## src/hdl/drfp_pkg.sv

```systemverilog
package drfp_pkg;

   localparam int unsigned CSR_INDEX_W = 3;

   typedef enum logic [1:0] {
      OP_BYTE    = 2'd0,
      OP_TICK    = 2'd1,
      OP_NUM_REQ = 2'd2,
      OP_TXT_REQ = 2'd3
   } op_type;

   typedef enum logic [2:0] {
      KIND_NUMBER   = 3'd0,
      KIND_CHAR     = 3'd1,
      KIND_DONE     = 3'd2,
      KIND_PAGE     = 3'd3,
      KIND_CUSTOM   = 3'd4,
      KIND_TIMEOUT  = 3'd5,
      KIND_FRAMING  = 3'd6,
      KIND_OVERFLOW = 3'd7
   } kind_type;

   typedef enum logic [CSR_INDEX_W-1:0] {
      CSR_REPLY_TIMEOUT = 3'd0,
      CSR_LEAD_TIMEOUT  = 3'd1,
      CSR_BODY_TIMEOUT  = 3'd2,
      CSR_MAX_TEXT      = 3'd3,
      CSR_FAILURE_VALUE = 3'd4
   } csr_index_type;

   typedef enum logic [10:0] {
      PH_IDLE       = 11'b000_0000_0001,
      PH_HASH_LEN   = 11'b000_0000_0010,
      PH_HASH_CMD   = 11'b000_0000_0100,
      PH_HASH_PAGE  = 11'b000_0000_1000,
      PH_NUM_WAIT   = 11'b000_0001_0000,
      PH_NUM_SEARCH = 11'b000_0010_0000,
      PH_NUM_DATA   = 11'b000_0100_0000,
      PH_NUM_TERM   = 11'b000_1000_0000,
      PH_TXT_WAIT   = 11'b001_0000_0000,
      PH_TXT_SEARCH = 11'b010_0000_0000,
      PH_TXT_BODY   = 11'b100_0000_0000
   } phase_type;

   localparam logic [7:0] NUM_LEAD  = 8'h71;
   localparam logic [7:0] TXT_LEAD  = 8'h70;
   localparam logic [7:0] TERM_BYTE = 8'hFF;
   localparam logic [7:0] HASH_BYTE = 8'h23;
   localparam logic [7:0] PAGE_CMD  = 8'h50;

   localparam logic [15:0] REPLY_TIMEOUT_RESET = 16'd400;
   localparam logic [15:0] LEAD_TIMEOUT_RESET  = 16'd100;
   localparam logic [15:0] BODY_TIMEOUT_RESET  = 16'd1000;
   localparam logic [7:0]  MAX_TEXT_RESET      = 8'd255;
   localparam logic [31:0] FAILURE_VALUE_RESET = 32'd777777;

   typedef struct packed {
      op_type     operation;
      logic [7:0] rx_byte;
   } req_type;

   typedef struct packed {
      kind_type    result_kind;
      logic [31:0] number_value;
      logic [7:0]  text_char;
      logic [7:0]  page_id;
      logic [7:0]  previous_page;
      logic [7:0]  command_group;
      logic [7:0]  command_length;
   } rsp_type;

   typedef struct packed {
      logic [15:0] reply_timeout;
      logic [15:0] lead_timeout;
      logic [15:0] body_timeout;
      logic [7:0]  max_text_length;
      logic [31:0] failure_value;
   } cfg_type;

   typedef struct packed {
      op_type     operation;
      logic [7:0] rx_byte;
      logic       is_num_lead;
      logic       is_txt_lead;
      logic       is_term;
      logic       is_hash;
      logic       is_page;
   } cmd_type;

endpackage

```

## src/hdl/display_reply_frame_parser.sv

```systemverilog
// A result is registered into the result queue by the transfer of the item causing it.
// Throughput: one item per cycle while the result queue has room; the engine stalls when it is full.
// A two-entry command queue and a two-entry result queue decouple both sides.
// Reset (synchronous): queues empty, parser idle, counters and page ids zero,
// registers back to their defaults.
module display_reply_frame_parser (
   input  logic                                clock,
   input  logic                                reset,
   input  logic                                req_push,
   output logic                                req_full,
   input  drfp_pkg::req_type                   req_data,
   output logic                                rsp_empty,
   input  logic                                rsp_pop,
   output drfp_pkg::rsp_type                   rsp_data,
   input  logic                                csr_valid,
   output logic                                csr_ready,
   input  logic [drfp_pkg::CSR_INDEX_W-1:0]    csr_index,
   input  logic [31:0]                         csr_wdata
);
   import drfp_pkg::*;

   cfg_type cfg_ff, cfg_in;
   cmd_type cmd;
   logic    cmd_valid;
   logic    cmd_take;

   assign csr_ready = 1'b1;

   always_comb begin
      cfg_in = cfg_ff;
      if (csr_valid) begin
         unique case (csr_index_type'(csr_index))
            CSR_REPLY_TIMEOUT: cfg_in.reply_timeout   = csr_wdata[15:0];
            CSR_LEAD_TIMEOUT:  cfg_in.lead_timeout    = csr_wdata[15:0];
            CSR_BODY_TIMEOUT:  cfg_in.body_timeout    = csr_wdata[15:0];
            CSR_MAX_TEXT:      cfg_in.max_text_length = csr_wdata[7:0];
            CSR_FAILURE_VALUE: cfg_in.failure_value   = csr_wdata;
            default:           cfg_in = cfg_ff;
         endcase
      end
   end

   always_ff @(posedge clock) begin
      if (reset) begin
         cfg_ff.reply_timeout   <= REPLY_TIMEOUT_RESET;
         cfg_ff.lead_timeout    <= LEAD_TIMEOUT_RESET;
         cfg_ff.body_timeout    <= BODY_TIMEOUT_RESET;
         cfg_ff.max_text_length <= MAX_TEXT_RESET;
         cfg_ff.failure_value   <= FAILURE_VALUE_RESET;
      end else begin
         cfg_ff <= cfg_in;
      end
   end

   drfp_front u_front (
      .clock     (clock),
      .reset     (reset),
      .req_push  (req_push),
      .req_full  (req_full),
      .req_data  (req_data),
      .cmd_valid (cmd_valid),
      .cmd_take  (cmd_take),
      .cmd       (cmd)
   );

   drfp_engine u_engine (
      .clock     (clock),
      .reset     (reset),
      .cfg       (cfg_ff),
      .cmd_valid (cmd_valid),
      .cmd_take  (cmd_take),
      .cmd       (cmd),
      .rsp_empty (rsp_empty),
      .rsp_pop   (rsp_pop),
      .rsp_data  (rsp_data)
   );

`ifndef SYNTHESIS
   a_full_holds: assert property (@(posedge clock) disable iff (reset)
      req_full && !cmd_take |=> req_full)
      else $error("command queue drained without an engine transfer");

   a_fail_value: assert property (@(posedge clock) disable iff (reset)
      !rsp_empty && (rsp_data.result_kind == KIND_TIMEOUT ||
                     rsp_data.result_kind == KIND_FRAMING)
      |-> rsp_data.number_value == cfg_ff.failure_value)
      else $error("failed reply without the failure value");

   a_char_fields: assert property (@(posedge clock) disable iff (reset)
      !rsp_empty && rsp_data.result_kind == KIND_CHAR
      |-> rsp_data.number_value == 32'd0 && rsp_data.page_id == 8'd0 &&
          rsp_data.previous_page == 8'd0 && rsp_data.command_group == 8'd0 &&
          rsp_data.command_length == 8'd0)
      else $error("text character carries stray fields");
`endif

endmodule

```

## src/hdl/drfp_front.sv

```systemverilog
module drfp_front (
   input  logic              clock,
   input  logic              reset,
   input  logic              req_push,
   output logic              req_full,
   input  drfp_pkg::req_type req_data,
   output logic              cmd_valid,
   input  logic              cmd_take,
   output drfp_pkg::cmd_type cmd
);
   import drfp_pkg::*;

   cmd_type    entry_ff [2];
   logic       wr_ptr_ff, wr_ptr_in;
   logic       rd_ptr_ff, rd_ptr_in;
   logic [1:0] count_ff, count_in;
   cmd_type    class_cmd;
   logic       push;
   logic       pop;

   always_comb begin
      class_cmd.operation   = req_data.operation;
      class_cmd.rx_byte     = req_data.rx_byte;
      class_cmd.is_num_lead = (req_data.rx_byte == NUM_LEAD);
      class_cmd.is_txt_lead = (req_data.rx_byte == TXT_LEAD);
      class_cmd.is_term     = (req_data.rx_byte == TERM_BYTE);
      class_cmd.is_hash     = (req_data.rx_byte == HASH_BYTE);
      class_cmd.is_page     = (req_data.rx_byte == PAGE_CMD);
   end

   assign req_full  = (count_ff == 2'd2);
   assign cmd_valid = (count_ff != 2'd0);
   assign cmd       = entry_ff[rd_ptr_ff];
   assign push      = req_push && !req_full;
   assign pop       = cmd_take && cmd_valid;

   always_comb begin
      wr_ptr_in = push ? !wr_ptr_ff : wr_ptr_ff;
      rd_ptr_in = pop ? !rd_ptr_ff : rd_ptr_ff;
      count_in  = count_ff + {1'b0, push} - {1'b0, pop};
   end

   always_ff @(posedge clock) begin
      if (reset) begin
         wr_ptr_ff <= 1'b0;
         rd_ptr_ff <= 1'b0;
         count_ff  <= 2'd0;
      end else begin
         wr_ptr_ff <= wr_ptr_in;
         rd_ptr_ff <= rd_ptr_in;
         count_ff  <= count_in;
      end
   end

   always_ff @(posedge clock) begin
      if (push) begin
         entry_ff[wr_ptr_ff] <= class_cmd;
      end
   end

endmodule

```

## src/hdl/drfp_engine.sv

```systemverilog
module drfp_engine (
   input  logic              clock,
   input  logic              reset,
   input  drfp_pkg::cfg_type cfg,
   input  logic              cmd_valid,
   output logic              cmd_take,
   input  drfp_pkg::cmd_type cmd,
   output logic              rsp_empty,
   input  logic              rsp_pop,
   output drfp_pkg::rsp_type rsp_data
);
   import drfp_pkg::*;

   phase_type   phase_ff, phase_in;
   logic [1:0]  byte_idx_ff, byte_idx_in;
   logic [1:0]  term_cnt_ff, term_cnt_in;
   logic [31:0] acc_ff, acc_in;
   logic [15:0] elapsed_ff, elapsed_in;
   logic [7:0]  text_cnt_ff, text_cnt_in;
   logic [7:0]  cur_page_ff, cur_page_in;
   logic [7:0]  last_page_ff, last_page_in;
   logic [7:0]  frame_len_ff, frame_len_in;

   rsp_type     rq_ff [2];
   logic        rq_wr_ff, rq_wr_in;
   logic        rq_rd_ff, rq_rd_in;
   logic [1:0]  rq_count_ff, rq_count_in;

   rsp_type     res;
   logic        res_valid;
   logic [15:0] limit;
   logic        timed;
   logic        is_request;
   logic        rq_push;
   logic        rq_pop;

   assign cmd_take = cmd_valid && (rq_count_ff != 2'd2);

   always_comb begin
      limit      = cfg.lead_timeout;
      timed      = 1'b0;
      is_request = 1'b0;
      unique case (phase_ff)
         PH_HASH_LEN, PH_HASH_CMD, PH_HASH_PAGE: begin
            limit = cfg.lead_timeout;
            timed = 1'b1;
         end
         PH_NUM_WAIT, PH_TXT_WAIT: begin
            limit      = cfg.reply_timeout;
            timed      = 1'b1;
            is_request = 1'b1;
         end
         PH_NUM_SEARCH, PH_TXT_SEARCH: begin
            limit      = cfg.lead_timeout;
            timed      = 1'b1;
            is_request = 1'b1;
         end
         PH_NUM_DATA, PH_NUM_TERM, PH_TXT_BODY: begin
            limit      = cfg.body_timeout;
            timed      = 1'b1;
            is_request = 1'b1;
         end
         default: begin
            timed = 1'b0;
         end
      endcase
   end

   always_comb begin
      phase_in     = phase_ff;
      byte_idx_in  = byte_idx_ff;
      term_cnt_in  = term_cnt_ff;
      acc_in       = acc_ff;
      elapsed_in   = elapsed_ff;
      text_cnt_in  = text_cnt_ff;
      cur_page_in  = cur_page_ff;
      last_page_in = last_page_ff;
      frame_len_in = frame_len_ff;
      res          = '0;
      res_valid    = 1'b0;
      unique case (cmd.operation)
         OP_NUM_REQ, OP_TXT_REQ: begin
            byte_idx_in = 2'd0;
            term_cnt_in = 2'd0;
            acc_in      = 32'd0;
            text_cnt_in = 8'd0;
            elapsed_in  = 16'd0;
            phase_in    = (cmd.operation == OP_NUM_REQ) ? PH_NUM_WAIT : PH_TXT_WAIT;
         end
         OP_TICK: begin
            if (timed) begin
               if (elapsed_ff < limit) begin
                  elapsed_in = elapsed_ff + 16'd1;
               end else begin
                  phase_in   = PH_IDLE;
                  elapsed_in = 16'd0;
                  if (is_request) begin
                     res_valid          = 1'b1;
                     res.result_kind    = KIND_TIMEOUT;
                     res.number_value   = cfg.failure_value;
                  end
               end
            end
         end
         default: begin
            unique case (phase_ff)
               PH_HASH_LEN: begin
                  frame_len_in = cmd.rx_byte;
                  phase_in     = PH_HASH_CMD;
                  elapsed_in   = 16'd0;
               end
               PH_HASH_CMD: begin
                  elapsed_in = 16'd0;
                  if (cmd.is_page) begin
                     last_page_in = cur_page_ff;
                     phase_in     = PH_HASH_PAGE;
                  end else begin
                     phase_in           = PH_IDLE;
                     res_valid          = 1'b1;
                     res.result_kind    = KIND_CUSTOM;
                     res.command_group  = cmd.rx_byte;
                     res.command_length = frame_len_ff;
                  end
               end
               PH_HASH_PAGE: begin
                  cur_page_in       = cmd.rx_byte;
                  phase_in          = PH_IDLE;
                  elapsed_in        = 16'd0;
                  res_valid         = 1'b1;
                  res.result_kind   = KIND_PAGE;
                  res.page_id       = cmd.rx_byte;
                  res.previous_page = last_page_ff;
               end
               PH_NUM_WAIT, PH_NUM_SEARCH: begin
                  if (cmd.is_num_lead) begin
                     phase_in   = PH_NUM_DATA;
                     elapsed_in = 16'd0;
                  end else if (phase_ff == PH_NUM_WAIT) begin
                     phase_in   = PH_NUM_SEARCH;
                     elapsed_in = 16'd0;
                  end
               end
               PH_NUM_DATA: begin
                  acc_in     = acc_ff | ({24'd0, cmd.rx_byte} << {byte_idx_ff, 3'b000});
                  elapsed_in = 16'd0;
                  if (byte_idx_ff == 2'd3) begin
                     byte_idx_in = 2'd0;
                     term_cnt_in = 2'd0;
                     phase_in    = PH_NUM_TERM;
                  end else begin
                     byte_idx_in = byte_idx_ff + 2'd1;
                  end
               end
               PH_NUM_TERM: begin
                  elapsed_in = 16'd0;
                  if (!cmd.is_term) begin
                     phase_in         = PH_IDLE;
                     res_valid        = 1'b1;
                     res.result_kind  = KIND_FRAMING;
                     res.number_value = cfg.failure_value;
                  end else if (term_cnt_ff >= 2'd2) begin
                     phase_in         = PH_IDLE;
                     res_valid        = 1'b1;
                     res.result_kind  = KIND_NUMBER;
                     res.number_value = acc_ff;
                  end else begin
                     term_cnt_in = term_cnt_ff + 2'd1;
                  end
               end
               PH_TXT_WAIT, PH_TXT_SEARCH: begin
                  if (cmd.is_txt_lead) begin
                     phase_in   = PH_TXT_BODY;
                     elapsed_in = 16'd0;
                  end else if (phase_ff == PH_TXT_WAIT) begin
                     phase_in   = PH_TXT_SEARCH;
                     elapsed_in = 16'd0;
                  end
               end
               PH_TXT_BODY: begin
                  elapsed_in = 16'd0;
                  if (cmd.is_term) begin
                     if (term_cnt_ff >= 2'd2) begin
                        phase_in        = PH_IDLE;
                        res_valid       = 1'b1;
                        res.result_kind = KIND_DONE;
                     end else begin
                        term_cnt_in = term_cnt_ff + 2'd1;
                     end
                  end else begin
                     term_cnt_in = 2'd0;
                     if (text_cnt_ff >= cfg.max_text_length) begin
                        phase_in        = PH_IDLE;
                        res_valid       = 1'b1;
                        res.result_kind = KIND_OVERFLOW;
                     end else begin
                        text_cnt_in     = text_cnt_ff + 8'd1;
                        res_valid       = 1'b1;
                        res.result_kind = KIND_CHAR;
                        res.text_char   = cmd.rx_byte;
                     end
                  end
               end
               default: begin
                  if (cmd.is_hash) begin
                     phase_in   = PH_HASH_LEN;
                     elapsed_in = 16'd0;
                  end
               end
            endcase
         end
      endcase
   end

   // result queue
   assign rq_push   = cmd_take && res_valid;
   assign rq_pop    = rsp_pop && !rsp_empty;
   assign rsp_empty = (rq_count_ff == 2'd0);
   assign rsp_data  = rq_ff[rq_rd_ff];

   always_comb begin
      rq_wr_in    = rq_push ? !rq_wr_ff : rq_wr_ff;
      rq_rd_in    = rq_pop ? !rq_rd_ff : rq_rd_ff;
      rq_count_in = rq_count_ff + {1'b0, rq_push} - {1'b0, rq_pop};
   end

   always_ff @(posedge clock) begin
      if (reset) begin
         phase_ff     <= PH_IDLE;
         byte_idx_ff  <= 2'd0;
         term_cnt_ff  <= 2'd0;
         acc_ff       <= 32'd0;
         elapsed_ff   <= 16'd0;
         text_cnt_ff  <= 8'd0;
         cur_page_ff  <= 8'd0;
         last_page_ff <= 8'd0;
         frame_len_ff <= 8'd0;
         rq_wr_ff     <= 1'b0;
         rq_rd_ff     <= 1'b0;
         rq_count_ff  <= 2'd0;
      end else begin
         if (cmd_take) begin
            phase_ff     <= phase_in;
            byte_idx_ff  <= byte_idx_in;
            term_cnt_ff  <= term_cnt_in;
            acc_ff       <= acc_in;
            elapsed_ff   <= elapsed_in;
            text_cnt_ff  <= text_cnt_in;
            cur_page_ff  <= cur_page_in;
            last_page_ff <= last_page_in;
            frame_len_ff <= frame_len_in;
         end
         rq_wr_ff    <= rq_wr_in;
         rq_rd_ff    <= rq_rd_in;
         rq_count_ff <= rq_count_in;
      end
   end

   always_ff @(posedge clock) begin
      if (rq_push) begin
         rq_ff[rq_wr_ff] <= res;
      end
   end

endmodule

```

## config.mk

```make
export PLATFORM = sky130hd
export DESIGN_NAME = display_reply_frame_parser
export DESIGN_NICKNAME = d
export VERILOG_FILES = /design/src/hdl/drfp_pkg.sv /design/src/hdl/display_reply_frame_parser.sv /design/src/hdl/drfp_front.sv /design/src/hdl/drfp_engine.sv
export SDC_FILE = /design/constraint.sdc
export NUM_CORES = 1
export LEC_CHECK = 0
export ABC_CLOCK_PERIOD_IN_PS = 11700
export BUFFER_PORTS_ARGS = -buffer_cell sky130_fd_sc_hd__buf_2
export CORE_MARGIN = 8
export CORE_UTILIZATION = 50
export CTS_CLUSTER_DIAMETER = 30
export DETAILED_ROUTE_END_ITERATION = 8
export HOLD_SLACK_MARGIN = 0.03
export PLACE_DENSITY = 0.73
export SLEW_MARGIN = 20
export SYNTH_ARGS = -nofsm -noshare
export SYNTH_HDL_FRONTEND = slang
export SYNTH_SLANG_ARGS = --single-unit
```

## constraint.sdc

```tcl
create_clock -name clock -period 11.7 [get_ports clock]
set_clock_uncertainty 0.15 [all_clocks]
set_input_delay 1.17 -clock clock [delete_from_list [all_inputs] [get_ports clock]]
set_output_delay 1.17 -clock clock [all_outputs]
set_load 0.01 [all_outputs]
```

Word level (Yosys, flattened, before mapping). Memories as Yosys holds them, arrays and structs flattened. A register that Yosys moved wholly into a read port is not among the register bits. Index checks and enable logic that the tools add are counted.

Register bits: 191. Bits in latches: 0. Memory bits (writable): 180. Memory bits (read-only): 0. Input bits: 50. Output and inout bits: 78. Word-level logic and storage cells: 192. Memories: 2.

$add $sub $neg: 8. Multiply operators: 0. Divide/modulo/power cells: 0. Order comparisons: 3. Eq/ne operators: 35. Shift operators: 1. Multiplexer cells: 78. Bitwise operators: 3. Reduce and logical (&&, ||, !) cells: 42.

Memories: u_engine.rq_ff (depth 2, bits a word 75, read ports 1, clocked after memory_dff 1, write ports 1, RTL line drfp_engine.sv:24) `rsp_type rq_ff [2];`; u_front.entry_ff (depth 2, bits a word 15, read ports 1, clocked after memory_dff 1, write ports 1, RTL line drfp_front.sv:13) `cmd_type entry_ff [2];`.

Operators with widths (count): $mux 16 (10); $mux 35 (4); $mux 11 (12); $mux 32 (3); $pmux 11 s8 (1); $pmux 35 s2 (1); $pmux 16 s2 (2); $pmux 32 s2 (1); $mux 8 (6); $pmux 16 s3 (1); $mux 40 (1); $or 32x32->32 (1); $shl 8x5->32 (1); $eq 8x7->1 const B (3); $pmux 11 s2 (1); $add 16x1->16 const B (1); $lt 16x16->1 (1); $mux 1 (16); $pmux 8 s2 (1); $reduce_and 5->1 (3); $mux 2 (7); $pmux 3 s4 (1); $eq 11x10->1 const B (1); $eq 11x11->1 const B (1); other kinds (52) (90).

Depth between registers and ports, before layout.
Depth after elaboration: 10. Depth in mapped cells: 20. Depth with buffers taken out: 16.

Modules after synthesis. From an unflattened synthesis, not the netlist that was laid out.

Cell total of the unflattened synthesis: 1417. Area, all modules: 16469.5 um^2.

Modules (own cells, without submodules): drfp_engine (instances 1, cells each 984, area an instance 11497.3 um^2, sequential area each 6506.2 um^2); display_reply_frame_parser (instances 1, cells each 348, area an instance 3588.4 um^2, sequential area each 1761.7 um^2); drfp_front (instances 1, cells each 85, area an instance 1383.8 um^2, sequential area each 1001.0 um^2).

Worst setup path before layout. No wires, ideal clock.

Kind: reg-to-reg. Start point: register u_engine.phase_ff[3]. End point: memory u_engine.rq_ff[0][0] (netlist bit), enable pin. Library setup time: 518 ps. Data arrival time: 7094 ps. Required time: 11032 ps. Setup slack: 3938 ps. Cell stages (with the launch flop): 18. Buffers on the path: 4. Clock period less this slack: 7762 ps. Cells stage by stage: dfxtp_1 buf_4 or4_1 buf_2 nor2_2 and2_1 clkbuf_1 clkbuf_1 a22o_1 a21oi_1 ha_1 nand4_1 nor4_1 o21a_1 nand3b_1 o2111ai_1 a211oi_2 nor2b_1.

Word-level cells in the longest chain between the ends: 10. Elaborated cells between the ends (all ways): 27. Classes of those cells: order compare (1); eq/ne (10); mux (10); reduce/logical (6).

RTL lines: start, declared (RTL line drfp_engine.sv:14) `phase_type phase_ff, phase_in;`; start signal, assigned (RTL line drfp_engine.sv:242) `phase_ff <= phase_in;`; $eq 11x7->1 (tied with other cells) (RTL line drfp_engine.sv:43) `unique case (phase_ff)`; $reduce_or 3->1 (tied with other cells); $pmux 16 s2 or $mux 1 (tied branches) (RTL line drfp_engine.sv:43); $lt 16x16->1 or $mux 1 (tied branches) (RTL line drfp_engine.sv:92, drfp_engine.sv:97); $mux 1 (RTL line drfp_engine.sv:92) `if (elapsed_ff < limit) begin`; $mux 1 (RTL line drfp_engine.sv:91) `if (timed) begin`; $pmux 1 s2 (*) (RTL line drfp_engine.sv:81) `unique case (cmd.operation)`; $logic_and 1x1->1 (*) (RTL line drfp_engine.sv:215) `assign rq_push = cmd_take && res_valid;`; $mux 1 (*) (RTL line drfp_engine.sv:259) `if (rq_push) begin`; $mux 1 (implied by the code) (*) (RTL line drfp_engine.sv:260) `rq_ff[rq_wr_ff] <= res;`; end, declared (RTL line drfp_engine.sv:24).

Mark *: on every way between the ends. The rest lies on a longest branch, timed or not.

Worst setup path after layout.
Start point: register u_engine.phase_ff[3]. End point: memory u_engine.rq_ff[0][30] (netlist bit), enable pin.

Same word-level chain as after synthesis.

==> PnR_summary.wiki <==
{| class="wikitable"
! Metric !! Value
|-
| Run status || finished, final reports clean
|-
| Arr. time, crit path || ~7 ns
|-
| Crit Path Class || register to register
|-
| Hold Buf Count CTS || 0
|-
| Yosys reg bits || around 370
|-
| Placement Setup Slack || approximately 4.9 ns
|-
| Latest clock arrival within the worst-skew pair || 0.58 ns
|-
| Share of synthesized cell area in full adder, half adder and majority cells || ~2.5%
|-
| Post-synth top area cell || edfxtp_1
|-
| Largest net degree at the start of global routing || 79
|-
| Total I/O pin count || 128
|-
| Setup TNS || 0 ns
|-
| Warnings from Yosys || 0
|-
| Std-Cell Core Area || ~31,000 µm²
|-
| CP cell instances || or4_1 -> nor4_4 -> nor2_1 -> a21oi_1 -> ha_1 -> nand4_1 -> nor4_1 -> o21a_1 -> nand3b_1 -> o2111ai_1 -> a211oi_2 -> nor2b_4 -> buf_4
|-
| Lkg Pwr || ~7 nW
|-
| Count of buffer and inverter cells on the critical path || 1
|-
| Setup violators final || 0
|-
| Post-synth design cell area || around 16,000 µm²
|-
| Global route total overflow || 0
|-
| Power per cell area || between 200 and 250 nW/µm²
|-
| Count of routing violations after the opening detailed-route iteration || ~970
|-
| All-layer global routing usage || 20.7%
|-
| Clock tree from TritonCTS || yes
|-
| Fraction of registers with async set or reset after synthesis || 0%
|-
| First-pass GRT wire length || approximately 63 mm
|-
| Post-DP HPWL || approximately 26 mm
|-
| Fmax || roughly 150 MHz
|-
| Routability Congestion || just under 0.9
|-
| Final critical-path share of the clock period || approximately three fifths
|-
| Number of sinks on the clock net || between 300 and 400
|-
| Number of antenna violations at the first check in global routing || 2
|-
| Average via count per standard cell || around 5.7
|-
| Fraction of synthesized cell area in xor and xnor cells || ~1.3%
|-
| Final worst path period need || approximately 6.9 ns
|-
| Cell with the biggest individual delay on the critical path || nor4_4
|-
| Die height || slightly below 200 µm
|-
| Cell count after synthesis || approximately 1,500
|-
| Pin slew with the least headroom to its limit || 1.08 ns
|-
| Share of the synthesized area in compound gates (AO/OA/AOI/OAI) || 10.9%
|-
| Area enclosed by the die boundary || around 38,000 µm²
|-
| Number of flops mapped to enable cells by yosys || 180
|-
| Number of buffers inserted during clock tree synthesis || slightly above 70
|-
| Worst relative slew slack || 27.9%
|-
| H-tree depth || 3
|-
| Setup ws final || 4.83 ns
|-
| Classification of the worst-slack hold path || register to register
|-
| Synth-to-layout area growth || 21.6%
|-
| Top post-synthesis cells by count || nand2_1 (208), dfxtp_1 (193), edfxtp_1 (180)
|-
| Most instantiated library cell after synthesis || nand2_1
|-
| Total of cells resized after clock tree synthesis || 0
|-
| Avg Synthesized Cell Area || 10.9 µm²
|-
| Cell at the root of the clock tree || clkbuf_16
|-
| Setup repair after global routing missed its margin || no
|-
| # DRC || 0
|-
| Proportion of synthesized chip area in sequential cells || 58.6%
|-
| Final nets || approximately 1,700
|-
| Most area-consuming cells after synthesis || edfxtp_1 (34%), dfxtp_1 (24%), mux2_2 (6.4%)
|-
| Clock-pin transition on the worst setup and hold timing paths || 0.05 ns
|-
| Crit path max-delay family || simple AND/OR/NAND/NOR gates
|-
| Area share of the largest cell type after synthesis || approximately a third
|-
| Number of max-capacitance violations reported || 0
|-
| Standard-cell row count || 65
|-
| Ys flop type || dfxtp_1
|-
| Chip width || 194 µm
|-
| Fraction of synthesized area in multiplexers || just under 8%
|-
| Worst EP required || roughly 12 ns
|-
| Number of failing hold endpoints at the final stage || 0
|-
| Unique masters post-synth || 69
|-
| Clock tree buffer depth || 3
|-
| Post-DR wirelength/cell || about 20 µm
|-
| Number of global-route vias before repair || between 10,000 and 15,000
|-
| Non-Filler Instances || 2,043
|-
| Worst-case vdd ir drop || 0.000122 V
|-
| Antenna Nets Post-Route || 0
|-
| Initial Utilization || 50.5%
|-
| Startpoint types || register
|-
| Setup repair bufs after CTS || 0
|-
| Max stage delay on crit path || slightly above 0.9 ns
|-
| Slew Viols, Final || 0
|-
| Max FO, Critical Path || 50
|-
| First-pass DRT Iterations || 5
|-
| Layout cells sized above 1 || around 23%
|-
| Number of buffer cells added on primary ports || roughly 130
|-
| Syn Nets || 1,537
|-
| Vias after detailed routing || 11,600
|-
| CP Capture Type || register
|-
| Largest family of logic cells by synthesized area || simple AND/OR/NAND/NOR gates
|-
| Simple-gate share of the synthesized area || between 10% and 20%
|-
| Number of instances in the placed design || 1,909
|-
| Total Wirelength || between 40 and 50 mm
|}
state kept, by name, indices dropped and copies added (netlist names), 2 cells and up, named ones only:
name and flops:
cfg_ff 88, u_engine.acc_ff 32, u_engine.byte_idx_ff 2, u_engine.cur_page_ff 8, u_engine.elapsed_ff 16, u_engine.frame_len_ff 8
u_engine.last_page_ff 8, u_engine.phase_ff 11, u_engine.rq_count_ff 2, u_engine.rq_ff 150, u_engine.term_cnt_ff 2, u_engine.text_cnt_ff 8
u_front.count_ff 2, u_front.entry_ff 30
placed cells by master, fill, tap and decap left out, types with 13 or more instances in the layout:
cell         n
a211oi_1    22
clkbuf_16   73
mux2i_1     24
dfxtp_1    192
ha_1        32
a21oi_1    134
nand4_1     13
nor3_1      17
nand2_1    208
buf_2      125
edfxtp_1   180
and2_1      14
inv_1       25
and3_1      19
nand3_1     46
xor2_1      14
a22o_1      46
o21ai_0     19
nor2_1     132
mux2_2      90
cell type report:
class	instances	area, µm²
Multi-Input combinational cell	970	6130
Tap cell	402	503
Antenna cell	2	5.00
Clock buffer	90	1940
Clock inverter	42	564
Timing Repair Buffer	137	716
Sequential cell	373	9270
Inverter	27	101
Fill cell	2431	12100
logic make-up after synthesis:
group                    after synthesis
XOR/XNOR                              24
AO/OA/AOI/OAI                        268
AND/OR/NAND/NOR                      531
multiplexers                         114
other                                  1
adder cells (fa/ha/maj)               32
buffers and inverters                112
flip-flops                           373
tightest hold or removal path, cell delays in order (launching register included):
cell     delay [ns]
dfxtp_1        0.31
nand2_1        0.05
a21oi_1        0.05
path summary, 6_finish.rpt:
| path | from | end | slack (ns) | cells past startpoint |
|---|---|---|---|---|
| worst min-delay path | cfg_ff[40] | cfg_ff[40] | 0.31 | 2 |
| worst min register to register | cfg_ff[40] | cfg_ff[40] | 0.31 | 2 |
| worst max register to register | u_engine.phase_ff[3] | u_engine.rq_ff[0][30] | 4.83 | 13 |
| worst max-delay path | u_engine.phase_ff[3] | u_engine.rq_ff[0][30] | 4.83 | 13 |
per-layer routing:
layer	wire length, µm	track usage (%)	part of all wire, %	vias up
met5	0	0	0	-
met4	932	7.04	2.3	0
li1	-	-	-	5511
met2	19200	34.2	48	425
met3	2700	4.15	6.7	73
met1	17400	26.8	43	5610
power breakdown:
| group | switching (W) | internal (W) |
|---|---|---|
| registers | 0.0000784 | 0.00148 |
| clock network | 0.000723 | 0.00134 |
| logic | 0.000461 | 0.000283 |
through the flow:
stage               hold WS, ns  area [µm²]  utilization [%]  total power, W
finish                    0.308       19200             61.4         0.00437
global route              0.326       19200             61.4         0.00453
CTS                       0.309       19200             61.4         0.00439
detailed placement        0.303       16700             53.4         0.00233
global placement          0.293       16700             53.4         0.00232
floorplan                 0.282       15800                -         0.00207
No activity file was read; power rests on OpenSTA's default activity.
